### config.mk
export PLATFORM = sky130hd
export DESIGN_NAME = state_variable_filter
export DESIGN_NICKNAME = d
export VERILOG_FILES = /design/src/rtl/core/svf_pkg.sv /design/src/rtl/core/state_variable_filter.sv
export SDC_FILE = /design/constraint.sdc
export NUM_CORES = 2
export LEC_CHECK = 0
export ABC_AREA = 1
export BUFFER_PORTS_ARGS = -buffer_cell sky130_fd_sc_hd__buf_2
export CAP_MARGIN = 0
export CORE_MARGIN = 1
export CORE_UTILIZATION = 53
export CTS_CLUSTER_DIAMETER = 60
export DETAILED_ROUTE_END_ITERATION = 7
export PLACE_DENSITY = 0.72
export SKIP_LAST_GASP = 1
export SLEW_MARGIN = 20
export SYNTH_ARGS = -nofsm -noshare
export SYNTH_HDL_FRONTEND = slang
export SYNTH_SLANG_ARGS = --single-unit
export TNS_END_PERCENT = 30
### constraint.sdc
create_clock -name clk_i -period 9.4 [get_ports clk_i]
set_input_delay 0 -clock clk_i [delete_from_list [all_inputs] [get_ports clk_i]]
set_output_delay 0 -clock clk_i [all_outputs]
set_load 0.005 [all_outputs]
### src/rtl/core/svf_pkg.sv
// ----------------------------------------------------------------------------
// svf_pkg
// Shared constants, microcode types and helper functions for the
// state-variable filter.
// ----------------------------------------------------------------------------
package svf_pkg;

  // Data widths
  localparam int SAMPLE_BITS = 16;
  localparam int STATE_BITS  = 24;
  localparam int MAX_PASSES  = 4;
  localparam int COEF_FRAC   = 14;
  localparam int FREQ_BITS   = 15;
  localparam int DAMP_BITS   = 16;
  localparam int MODE_BITS   = 2;
  localparam int PASSES_BITS = 3;
  localparam int COEF_BITS   = 16;
  localparam int CFG_DATA_W  = 16;
  localparam int CFG_ADDR_W  = 2;

  // Signed coefficient (zero extended) times signed state
  localparam int PROD_BITS = COEF_BITS + 1 + STATE_BITS;
  localparam int RND_BITS  = PROD_BITS - COEF_FRAC;
  localparam int SUM_BITS  = RND_BITS + 2;
  localparam int PASS_W    = (MAX_PASSES > 1) ? $clog2(MAX_PASSES) : 1;

  // Register indexes
  localparam logic [CFG_ADDR_W-1:0] REG_FREQ   = CFG_ADDR_W'(0);
  localparam logic [CFG_ADDR_W-1:0] REG_DAMP   = CFG_ADDR_W'(1);
  localparam logic [CFG_ADDR_W-1:0] REG_MODE   = CFG_ADDR_W'(2);
  localparam logic [CFG_ADDR_W-1:0] REG_PASSES = CFG_ADDR_W'(3);

  // Output modes
  localparam logic [MODE_BITS-1:0] MODE_LOW   = MODE_BITS'(0);
  localparam logic [MODE_BITS-1:0] MODE_HIGH  = MODE_BITS'(1);
  localparam logic [MODE_BITS-1:0] MODE_BAND  = MODE_BITS'(2);
  localparam logic [MODE_BITS-1:0] MODE_NOTCH = MODE_BITS'(3);

  // Reset values
  localparam logic [FREQ_BITS-1:0]   FREQ_RST   = FREQ_BITS'(1167);
  localparam logic [DAMP_BITS-1:0]   DAMP_RST   = DAMP_BITS'(16384);
  localparam logic [PASSES_BITS-1:0] PASSES_RST = PASSES_BITS'(2);

  // Program steps
  localparam int STEP_W = 3;
  localparam logic [STEP_W-1:0] STEP_MUL_FB = 3'd0;
  localparam logic [STEP_W-1:0] STEP_LOW    = 3'd1;
  localparam logic [STEP_W-1:0] STEP_MUL_DB = 3'd2;
  localparam logic [STEP_W-1:0] STEP_HIGH   = 3'd3;
  localparam logic [STEP_W-1:0] STEP_MUL_FH = 3'd4;
  localparam logic [STEP_W-1:0] STEP_BAND   = 3'd5;
  localparam logic [STEP_W-1:0] STEP_EMIT   = 3'd6;

  typedef enum logic [2:0] {
    OP_MUL,
    OP_LOW,
    OP_HIGH,
    OP_BAND,
    OP_EMIT
  } op_e;

  typedef enum logic {
    COEF_FREQ,
    COEF_DAMP
  } coef_sel_e;

  typedef enum logic {
    OPND_BAND,
    OPND_HIGH
  } opnd_sel_e;

  typedef struct packed {
    op_e       op;
    coef_sel_e coef;
    opnd_sel_e opnd;
    logic      loop;
  } uword_t;

  // Control store: one word per step of a filter pass
  function automatic uword_t ucode(input logic [STEP_W-1:0] step);
    uword_t w;
    w = '{op: OP_EMIT, coef: COEF_FREQ, opnd: OPND_BAND, loop: 1'b0};
    unique case (step)
      STEP_MUL_FB: w = '{op: OP_MUL,  coef: COEF_FREQ, opnd: OPND_BAND, loop: 1'b0};
      STEP_LOW:    w = '{op: OP_LOW,  coef: COEF_FREQ, opnd: OPND_BAND, loop: 1'b0};
      STEP_MUL_DB: w = '{op: OP_MUL,  coef: COEF_DAMP, opnd: OPND_BAND, loop: 1'b0};
      STEP_HIGH:   w = '{op: OP_HIGH, coef: COEF_FREQ, opnd: OPND_BAND, loop: 1'b0};
      STEP_MUL_FH: w = '{op: OP_MUL,  coef: COEF_FREQ, opnd: OPND_HIGH, loop: 1'b0};
      STEP_BAND:   w = '{op: OP_BAND, coef: COEF_FREQ, opnd: OPND_BAND, loop: 1'b1};
      default:     w = '{op: OP_EMIT, coef: COEF_FREQ, opnd: OPND_BAND, loop: 1'b0};
    endcase
    return w;
  endfunction

  // Clamp a wide sum to the signed state range
  function automatic logic signed [STATE_BITS-1:0] sat_state(
    input logic signed [SUM_BITS-1:0] v
  );
    logic signed [SUM_BITS-1:0] hi;
    logic signed [SUM_BITS-1:0] lo;
    hi = SUM_BITS'(signed'({1'b0, {(STATE_BITS-1){1'b1}}}));
    lo = SUM_BITS'(signed'({1'b1, {(STATE_BITS-1){1'b0}}}));
    if (v > hi) begin
      return hi[STATE_BITS-1:0];
    end else if (v < lo) begin
      return lo[STATE_BITS-1:0];
    end
    return v[STATE_BITS-1:0];
  endfunction

  // Clamp a state value to the signed sample range
  function automatic logic signed [SAMPLE_BITS-1:0] sat_sample(
    input logic signed [STATE_BITS-1:0] v
  );
    logic signed [STATE_BITS-1:0] hi;
    logic signed [STATE_BITS-1:0] lo;
    hi = STATE_BITS'(signed'({1'b0, {(SAMPLE_BITS-1){1'b1}}}));
    lo = STATE_BITS'(signed'({1'b1, {(SAMPLE_BITS-1){1'b0}}}));
    if (v > hi) begin
      return hi[SAMPLE_BITS-1:0];
    end else if (v < lo) begin
      return lo[SAMPLE_BITS-1:0];
    end
    return v[SAMPLE_BITS-1:0];
  endfunction

endpackage

### src/rtl/core/state_variable_filter.sv
// ----------------------------------------------------------------------------
// state_variable_filter
// Chamberlin state-variable filter with oversampling, run by a small
// microcoded sequencer around one shared multiplier.
// ----------------------------------------------------------------------------
// Usage:
//   Samples enter on the s_axis channel (tdata = sample_in, signed 16 bits)
//   and one filtered sample leaves on the m_axis channel per input
//   transaction (tdata = sample_out, signed 16 bits).
//   The cfg port writes freq_coef, damping, mode and passes; write it only
//   while no sample is in flight.
//   Each pass is six program steps (three multiplies on the shared
//   multiplier, each followed by a saturating add), plus one emit step;
//   passes is clamped to 1..4. The next sample is accepted the cycle
//   after the emit.
//   If the receiver stalls, the finished result waits in the output
//   register and a new sample may still be accepted; its emit step holds
//   until the waiting result has been taken.
//   Reset clears both filter states, the output valid and the sequencer,
//   and loads the register defaults (500 Hz at 44.1 kHz, Q of one,
//   lowpass, two passes).
// ----------------------------------------------------------------------------
module state_variable_filter
  import svf_pkg::*;
(
  input  logic                  clk_i,
  input  logic                  rst_ni,
  // Configuration write port
  input  logic                  cfg_we_i,
  input  logic [CFG_ADDR_W-1:0] cfg_addr_i,
  input  logic [CFG_DATA_W-1:0] cfg_wdata_i,
  // Input stream
  input  logic                  s_axis_tvalid,
  output logic                  s_axis_tready,
  input  logic [15:0]           s_axis_tdata,   // [15:0] sample_in
  // Output stream
  output logic                  m_axis_tvalid,
  input  logic                  m_axis_tready,
  output logic [15:0]           m_axis_tdata    // [15:0] sample_out
);

  // Configuration registers
  logic [FREQ_BITS-1:0]   freq_q;
  logic [DAMP_BITS-1:0]   damp_q;
  logic [MODE_BITS-1:0]   mode_q;
  logic [PASSES_BITS-1:0] passes_q;

  // Sequencer
  logic              busy_q, busy_d;
  logic [STEP_W-1:0] step_q, step_d;
  logic [PASS_W-1:0] pass_q, pass_d;
  logic [PASS_W-1:0] pass_last_q;
  logic [PASS_W-1:0] pass_last_d;
  uword_t            uw;

  // Datapath registers
  logic signed [SAMPLE_BITS-1:0] x_q;
  logic signed [PROD_BITS-1:0]   prod_q;
  logic signed [STATE_BITS-1:0]  band_dly_q;
  logic signed [STATE_BITS-1:0]  low_dly_q;
  logic signed [STATE_BITS-1:0]  low_q;
  logic signed [STATE_BITS-1:0]  high_q;
  logic signed [STATE_BITS-1:0]  band_q;
  logic signed [STATE_BITS-1:0]  notch_q;
  logic                          out_valid_q;
  logic signed [SAMPLE_BITS-1:0] out_q;

  logic                          in_fire;
  logic                          emit_ok;
  logic signed [COEF_BITS:0]     coef;
  logic signed [STATE_BITS-1:0]  opnd;
  logic signed [PROD_BITS-1:0]   prod_rnd;
  logic signed [RND_BITS-1:0]    rnd;
  logic signed [SUM_BITS-1:0]    low_sum;
  logic signed [SUM_BITS-1:0]    high_sum;
  logic signed [SUM_BITS-1:0]    band_sum;
  logic signed [SUM_BITS-1:0]    notch_sum;
  logic signed [STATE_BITS-1:0]  sel;

  assign s_axis_tready = !busy_q;
  assign in_fire       = s_axis_tvalid && s_axis_tready;
  assign emit_ok       = !out_valid_q || m_axis_tready;
  assign m_axis_tvalid = out_valid_q;
  assign m_axis_tdata  = out_q;

  // Write configuration registers, masking to width
  always_ff @(posedge clk_i or negedge rst_ni) begin
    if (!rst_ni) begin
      freq_q   <= FREQ_RST;
      damp_q   <= DAMP_RST;
      mode_q   <= MODE_LOW;
      passes_q <= PASSES_RST;
    end else if (cfg_we_i) begin
      unique case (cfg_addr_i)
        REG_FREQ:   freq_q   <= cfg_wdata_i[FREQ_BITS-1:0];
        REG_DAMP:   damp_q   <= cfg_wdata_i[DAMP_BITS-1:0];
        REG_MODE:   mode_q   <= cfg_wdata_i[MODE_BITS-1:0];
        REG_PASSES: passes_q <= cfg_wdata_i[PASSES_BITS-1:0];
        default: ;
      endcase
    end
  end

  // Clamp the pass count to 1..MAX_PASSES, held as the last pass index
  always_comb begin
    if (passes_q == '0) begin
      pass_last_d = '0;
    end else if (32'(passes_q) > MAX_PASSES) begin
      pass_last_d = PASS_W'(MAX_PASSES - 1);
    end else begin
      pass_last_d = PASS_W'(32'(passes_q) - 1);
    end
  end

  // Fetch the control word for the current step
  assign uw = ucode(step_q);

  // Step counter and conditional jump
  always_comb begin
    busy_d = busy_q;
    step_d = step_q;
    pass_d = pass_q;
    if (!busy_q) begin
      if (in_fire) begin
        busy_d = 1'b1;
        step_d = STEP_MUL_FB;
        pass_d = '0;
      end
    end else begin
      priority if (uw.op == OP_EMIT) begin
        if (emit_ok) begin
          busy_d = 1'b0;
        end
      end else if (uw.loop && (pass_q != pass_last_q)) begin
        step_d = STEP_MUL_FB;
        pass_d = pass_q + PASS_W'(1);
      end else begin
        step_d = step_q + STEP_W'(1);
      end
    end
  end

  always_ff @(posedge clk_i or negedge rst_ni) begin
    if (!rst_ni) begin
      busy_q      <= 1'b0;
      step_q      <= STEP_MUL_FB;
      pass_q      <= '0;
      pass_last_q <= '0;
    end else begin
      busy_q <= busy_d;
      step_q <= step_d;
      pass_q <= pass_d;
      if (in_fire) begin
        pass_last_q <= pass_last_d;
      end
    end
  end

  // Shared multiplier with rounding offset
  assign coef = (uw.coef == COEF_FREQ) ? (COEF_BITS+1)'({1'b0, freq_q})
                                       : (COEF_BITS+1)'({1'b0, damp_q});
  assign opnd = (uw.opnd == OPND_BAND) ? band_dly_q : high_q;
  assign prod_rnd = PROD_BITS'(coef) * PROD_BITS'(opnd)
                  + PROD_BITS'(signed'({1'b0, 1'b1, {(COEF_FRAC-1){1'b0}}}));

  // Floor the rounded product back to integer units
  assign rnd = $signed(prod_q[PROD_BITS-1:COEF_FRAC]);

  // Saturating adders
  assign low_sum   = SUM_BITS'(low_dly_q) + SUM_BITS'(rnd);
  assign high_sum  = SUM_BITS'(x_q) - SUM_BITS'(low_q) - SUM_BITS'(rnd);
  assign band_sum  = SUM_BITS'(rnd) + SUM_BITS'(band_dly_q);
  assign notch_sum = SUM_BITS'(high_q) + SUM_BITS'(low_q);

  // Select the output tap
  always_comb begin
    unique case (mode_q)
      MODE_LOW:   sel = low_q;
      MODE_HIGH:  sel = high_q;
      MODE_BAND:  sel = band_q;
      MODE_NOTCH: sel = notch_q;
      default:    sel = low_q;
    endcase
  end

  // Filter state
  always_ff @(posedge clk_i or negedge rst_ni) begin
    if (!rst_ni) begin
      band_dly_q <= '0;
      low_dly_q  <= '0;
    end else if (busy_q && (uw.op == OP_BAND)) begin
      band_dly_q <= sat_state(band_sum);
      low_dly_q  <= low_q;
    end
  end

  // Datapath working registers
  always_ff @(posedge clk_i) begin
    if (in_fire) begin
      x_q <= s_axis_tdata;
    end
    if (busy_q) begin
      unique case (uw.op)
        OP_MUL:  prod_q <= prod_rnd;
        OP_LOW:  low_q  <= sat_state(low_sum);
        OP_HIGH: high_q <= sat_state(high_sum);
        OP_BAND: begin
          band_q  <= sat_state(band_sum);
          notch_q <= sat_state(notch_sum);
        end
        default: ;
      endcase
    end
  end

  // Output register: load on emit, drop once taken
  always_ff @(posedge clk_i or negedge rst_ni) begin
    if (!rst_ni) begin
      out_valid_q <= 1'b0;
    end else if (busy_q && (uw.op == OP_EMIT) && emit_ok) begin
      out_valid_q <= 1'b1;
    end else if (m_axis_tready) begin
      out_valid_q <= 1'b0;
    end
  end

  always_ff @(posedge clk_i) begin
    if (busy_q && (uw.op == OP_EMIT) && emit_ok) begin
      out_q <= sat_sample(sel);
    end
  end

  // Assertions
  a_start: assert property (@(posedge clk_i) disable iff (!rst_ni)
    in_fire |=> (busy_q && (step_q == STEP_MUL_FB) && (pass_q == '0)))
    else $error("sequencer did not start at the first step");

  a_pass_bound: assert property (@(posedge clk_i) disable iff (!rst_ni)
    busy_q |-> (pass_q <= pass_last_q))
    else $error("pass counter ran past the last pass");

  a_step_bound: assert property (@(posedge clk_i) disable iff (!rst_ni)
    busy_q |-> (step_q <= STEP_EMIT))
    else $error("step counter left the program");

  a_emit_src: assert property (@(posedge clk_i) disable iff (!rst_ni)
    $rose(m_axis_tvalid) |-> $past(busy_q && (step_q == STEP_EMIT)))
    else $error("output raised outside the emit step");

  a_no_overwrite: assert property (@(posedge clk_i) disable iff (!rst_ni)
    (m_axis_tvalid && !m_axis_tready) |=> ($stable(m_axis_tdata) && m_axis_tvalid))
    else $error("waiting result overwritten");

endmodule
Yosys cells after proc, flatten, opt, wreduce, memory -nomap -nowiden
Index checks and enable logic that the tools add are counted.
{ "op_classes": {"n_eq_ne": 18, "n_reduce_logical": 25, "bitwise_logic": 0, "order_cmp": 11, "shift": 0, "n_addsub": 9, "n_mul": 1, "n_div": 0, "muxes": 56} }
{ "op_table": {"columns": ["cell", "n"], "rows": [
  ["24-bit 2-to-1 mux", 14],
  ["24-bit one-hot mux with 4 select lines", 1],
  ["28-bit by 24-bit > comparator with 1-bit output, second input constant", 3],
  ["28-bit by 24-bit < comparator with 1-bit output, second input constant", 3],
  ["16-bit 2-to-1 mux", 4],
  ["41-bit by 15-bit adder with 41-bit output, second input constant", 1],
  ["17-bit by 24-bit multiplier with 41-bit output", 1],
  ["6-bit one-hot mux with 6 select lines", 1],
  ["24-bit by 27-bit adder with 28-bit output", 1],
  ["27-bit by 24-bit adder with 28-bit output", 1],
  ["25-bit by 27-bit subtractor with 28-bit output", 1],
  ["1-bit 2-to-1 mux", 26],
  ["24-bit by 24-bit adder with 25-bit output", 1],
  ["25-bit by 24-bit > comparator with 1-bit output, second input constant", 1],
  ["25-bit by 24-bit < comparator with 1-bit output, second input constant", 1],
  ["16-bit by 24-bit subtractor with 25-bit output", 1],
  ["24-bit by 16-bit > comparator with 1-bit output, second input constant", 1],
  ["24-bit by 16-bit < comparator with 1-bit output, second input constant", 1],
  ["2-bit AND reduction", 9],
  ["3-bit by 2-bit equality test with 1-bit output, second input constant", 4],
  ["2-bit 2-to-1 mux", 6],
  ["3-bit 2-to-1 mux", 4],
  ["3-bit equality test, second input constant", 3],
  ["3-bit logical NOT", 3],
  ["16 further kinds", 28]
]} }
{ "word_totals": {"mem_bits_ro": 0, "input_bits": 39, "out_inout_bits": 18, "mem_bits_rw": 0, "n_memories": 0, "ff_bits": 262, "latch_bits": 0, "word_cells": 138} }

Logic depth before layout (Yosys ltp)
{ "logic_depth": {"word_depth": 8, "mapped_depth": 34, "depth_no_buf": 32} }

Least setup slack after synthesis
No wires, ideal clock.
{ "synth_path": {"path_kind": "reg2reg", "start": "reg step_q[0]", "end": "reg prod_q[38], data pin", "synth_period_minus_slack_ns": 6.677, "t_required_ns": 9.135, "path_stages_with_launch": 28, "setup_time_ns": 0.265, "path_slack_ns": 2.723, "path_buffers": 2, "t_arrival_ns": 6.411, "path_cell_list": "dfrtp_1 -> inv_1 -> ha_1 -> nand2_1 -> buf_2 -> clkbuf_1 -> nand2_1 -> o21ai_1 -> clkinv_1 -> nor2_1 -> fa_1 -> inv_1 -> fa_1 -> fa_1 -> inv_1 -> fa_1 -> fa_1 -> inv_1 -> fa_1 -> inv_1 -> ha_1 -> a21oi_1 -> nor2_1 -> nor2_1 -> o21ai_0 -> a211oi_1 -> o21ai_0 -> xor2_1"} }
{ "synth_between": {"elab_chain_cells": 5, "elab_cells_between_ends": 11, "classes_between": "add/sub: 1; mul: 1; eq/ne: 5; mux: 3; reduce/logical: 1"} }
{ "synth_lines": {"columns": ["item", "line", "rtl"], "rows": [
  ["from (decl)", "state_variable_filter.sv:50", "logic [STEP_W-1:0] step_q, step_d;"],
  ["from (signal assigned)", "state_variable_filter.sv:151", "step_q <= step_d;"],
  ["3-bit equality test, or another cell as far along", "svf_pkg.sv:83", "unique case (step)"],
  ["6-bit one-hot mux with 6 select lines (*)", "svf_pkg.sv:83", null],
  ["16-bit 2-to-1 mux or 24-bit 2-to-1 mux (tied branches)", "state_variable_filter.sv:160, state_variable_filter.sv:162", null],
  ["17-bit by 24-bit multiplier with 41-bit output (*)", "state_variable_filter.sv:163", "assign prod_rnd = PROD_BITS'(coef) * PROD_BITS'(opnd)"],
  ["41-bit by 15-bit adder with 41-bit output (*)", "state_variable_filter.sv:164", "+ PROD_BITS'(signed'({1'b0, 1'b1, {(COEF_FRAC-1){1'b0}}}));"],
  ["net prod_rnd[38]", "state_variable_filter.sv:72", "logic signed [PROD_BITS-1:0] prod_rnd;"],
  ["to (signal assigned)", "state_variable_filter.sv:204", "OP_MUL: prod_q <= prod_rnd;"],
  ["to (decl)", "state_variable_filter.sv:58", "logic signed [PROD_BITS-1:0] prod_q;"]
]} }
Mark *: on every way through the listed nets, which the timed path passes. The rest lies on a longest branch.
A chain may end at the register's enable or synchronous reset.

Worst setup path in the final report
{ "layout_path": {"start": "reg step_q[0]", "end": "reg prod_q[39], data pin"} }
The elaborated chain is that of the path after synthesis.

==> qor.yml <==
reg2reg_to: "prod_q[39]"
nFillCells: 5443
synth_commonest_cells: "952 x nand2_1, 863 x inv_1, 443 x nor2_1, 406 x fa_1, 232 x ha_1"
cp_max_fo: 28
min_path_type: "input port to async pin"
drv_slew: 0
worstPathArrival_ps: 8420
drc: 0
synth-xor-area-share_pct: 3.177
core_area_um2: 59020
synth_top_area_share_pct: 25.67
die_w_um: 246.4
cts_setup_buffers: 0
clockRootBuffer: "clkbuf_16"
synth_top_family_by_area: "adder cells"
worst_slew_pin_slew_ps: 1066
firstDrtPassIters: 6
place_area_um2: 32880
routed_via_density: 5.418
numCtsBuffers: 28
path_clk_slew_ps: 60
ctsHtreeMaxLevel: 1
cts_buffer_depth: 3
grt_use_met3_pct: 4.989
synth-edff-count: 155
end_kind: "flip-flop"
r2r_setup_slack_ps: 1290
max_freq_mhz: 123.3
drtAntennaViolNets: 0
timing.slew.headroom_pct: 28.78
synth_fa_ha_area_share_pct: 34.84
start_util_pct: 53.65
maxCapViolCount: 0
gp_congestion: 1.018
cts.sinks: 248
syn_nets: 4691
rows: 89
synth_compound_area_share_pct: 8.425
timing.setup.tns_ps: 0
wl_per_cell_um: 18.73
clock_skew_ps: 15.15
ys_types: 53
dieArea_um2: 60730
synth_area_um2: 31660
synth_top_flop_cell: "edfxtp_1"
seq_area_frac_synth_pct: 22.08
finalCritPeriodShare_pct: 86.27
worstSetupPathType: "flip-flop to flip-flop"
hold_viol: 0
io_pins: 57
ctsResizeCount: 0
synth_area_leaders: "fa_1 26%, edfxtp_1 15%, nand2_1 11%"
gr-total-overflow: 0
synthArstFlopShare_pct: 37.50
synth_seq_cells: 248
period_minus_slack_ps: 8109
die_h_um: 246.4
cts_tree: "built"
rsz0062_at_grt: "false"
grt_max_degree: 50
yosys_warnings: 0
cp.required_ps: 9710
n_antenna_cell: 0
antenna_found_initial: 1
setup_viol_count_final: 0
rr_startpoint: "step_q[0]"
synth.avg_cell_area_um2: 7.888
final_area_um2: 34200
port-buffer-count: 56
wl_um: 91760
use_met2_pct: 47.13
grtUsageMet1_pct: 46.18
reg2reg_depth: 27
synthCells: 4014
yosysTopAreaCell: "fa_1"
holdWs_ps: 22.28
via_count: 26537
outcome: "finished clean"
yosys.area_share.simple_pct: 19.75
grt_pass1_wl_um: 144200
drt-initial-drc-count: 2648
cts-hold-fix-buffers: 39
yosys-mux-area-fraction_pct: 0.03556
start_kind: "flip-flop"
synth.most_common_cell: "nand2_1"
grt_use_total_pct: 30.98
grt_pass1_vias: 25801
insertion_delay_ps: 570
area_growth_pct: 8.006
nets: 4781
hpwl_um: 75680
drive_gt1_share_pct: 4.824
grt-busiest-layer: "met2"
## routing by layer
metal  wire (µm)  vias to the layer above
met5           0                        -
met4        2287                        0
met3        7716                      145
met2       40330                     1086
met1       41420                    12802
li1            -                    12504
## placed cells by master (no fill, tap or decap), types with 5 or more instances in the layout
cell type and instances:
a21boi_0 12, a21o_1 19, a21oi_1 167, a31oi_1 9, buf_2 55, buf_4 45
clkbuf_1 10, clkbuf_16 31, clkinv_1 17, dfrtp_1 85, dfstp_2 8, dlygate4sd3_1 39
edfxtp_1 155, fa_1 406, ha_1 232, inv_1 863, nand2_1 952, nand2_2 15
nand3_1 90, nand4_1 22, nor2_1 440, nor3_1 21, nor4_1 9, o2111ai_1 16
o21a_1 9, o21ai_0 184, o21ai_1 24, o21ai_2 9, o21bai_1 8, o22ai_1 5
xnor2_1 40, xor2_1 73
## through the flow
step                utilization, %  cells  setup WS (ps)
floorplan                        -   4014           2724
detailed placement           55.72   4808           1353
finish                       57.95   4898           1291
global route                 57.95   4898          776.7
CTS                          57.93   4898           1343
global placement             55.72   4808           1507
## flip-flops by register name, indices dropped and copies added, names as in the netlist, 24 cells and up
| name | flops |
|---|---|
| band_dly_q | 24 |
| band_q | 24 |
| high_q | 24 |
| low_dly_q | 24 |
| low_q | 24 |
| notch_q | 24 |
| prod_q | 27 |
## cell families after synthesis
| kind of cell | after synthesis |
|---|---|
| compound gates | 477 |
| fa+ha+maj | 638 |
| xor+xnor | 114 |
| buf+inv | 961 |
| simple gates | 1575 |
| flops | 248 |
| mux | 1 |
## critical path, stage by stage, from the launching register on
cell      delay, ps
dfrtp_1         400
inv_1           130
ha_1            180
nand2_2         300
inv_1           260
nand2_1          90
nand2_2         330
clkinv_1        120
buf_4           230
nor2_1          210
inv_1           130
fa_1            630
fa_1            700
inv_1           220
fa_1            570
inv_1            90
fa_1            520
fa_1            540
fa_1            570
inv_1            50
ha_1            490
nand2_1         100
nor2_1          220
nand2_1         180
nor3_1          240
nand3_1         120
nand3_1         130
xor2_1           70
## layout make-up
class                           count  area [µm²]  area share (%)
Tap cell                          773       967.2           2.828
Clock buffer                       43       840.8           2.459
Sequential cell                   248        6992           20.44
Clock inverter                      8       73.82          0.2159
Timing Repair Buffer              139        1003           2.934
Multi-Input combinational cell   2805       21010           61.44
Inverter                          882        3311           9.681
## worst max-delay path by stage
stage	startpoint	end	slack, ps	cells past startpoint
final	step_q[0]	prod_q[39]	1290	27
after global routing	step_q[0]	prod_q[38]	780	26
after CTS	step_q[0]	prod_q[38]	1340	26
after detailed placement	step_q[0]	prod_q[38]	1350	26
after global placement	step_q[0]	prod_q[39]	1510	27
after floorplan	step_q[0]	prod_q[38]	2720	27
Power is not shown: default switching activity piles up to over one toggle a cycle in this logic, so the estimate is an artifact.
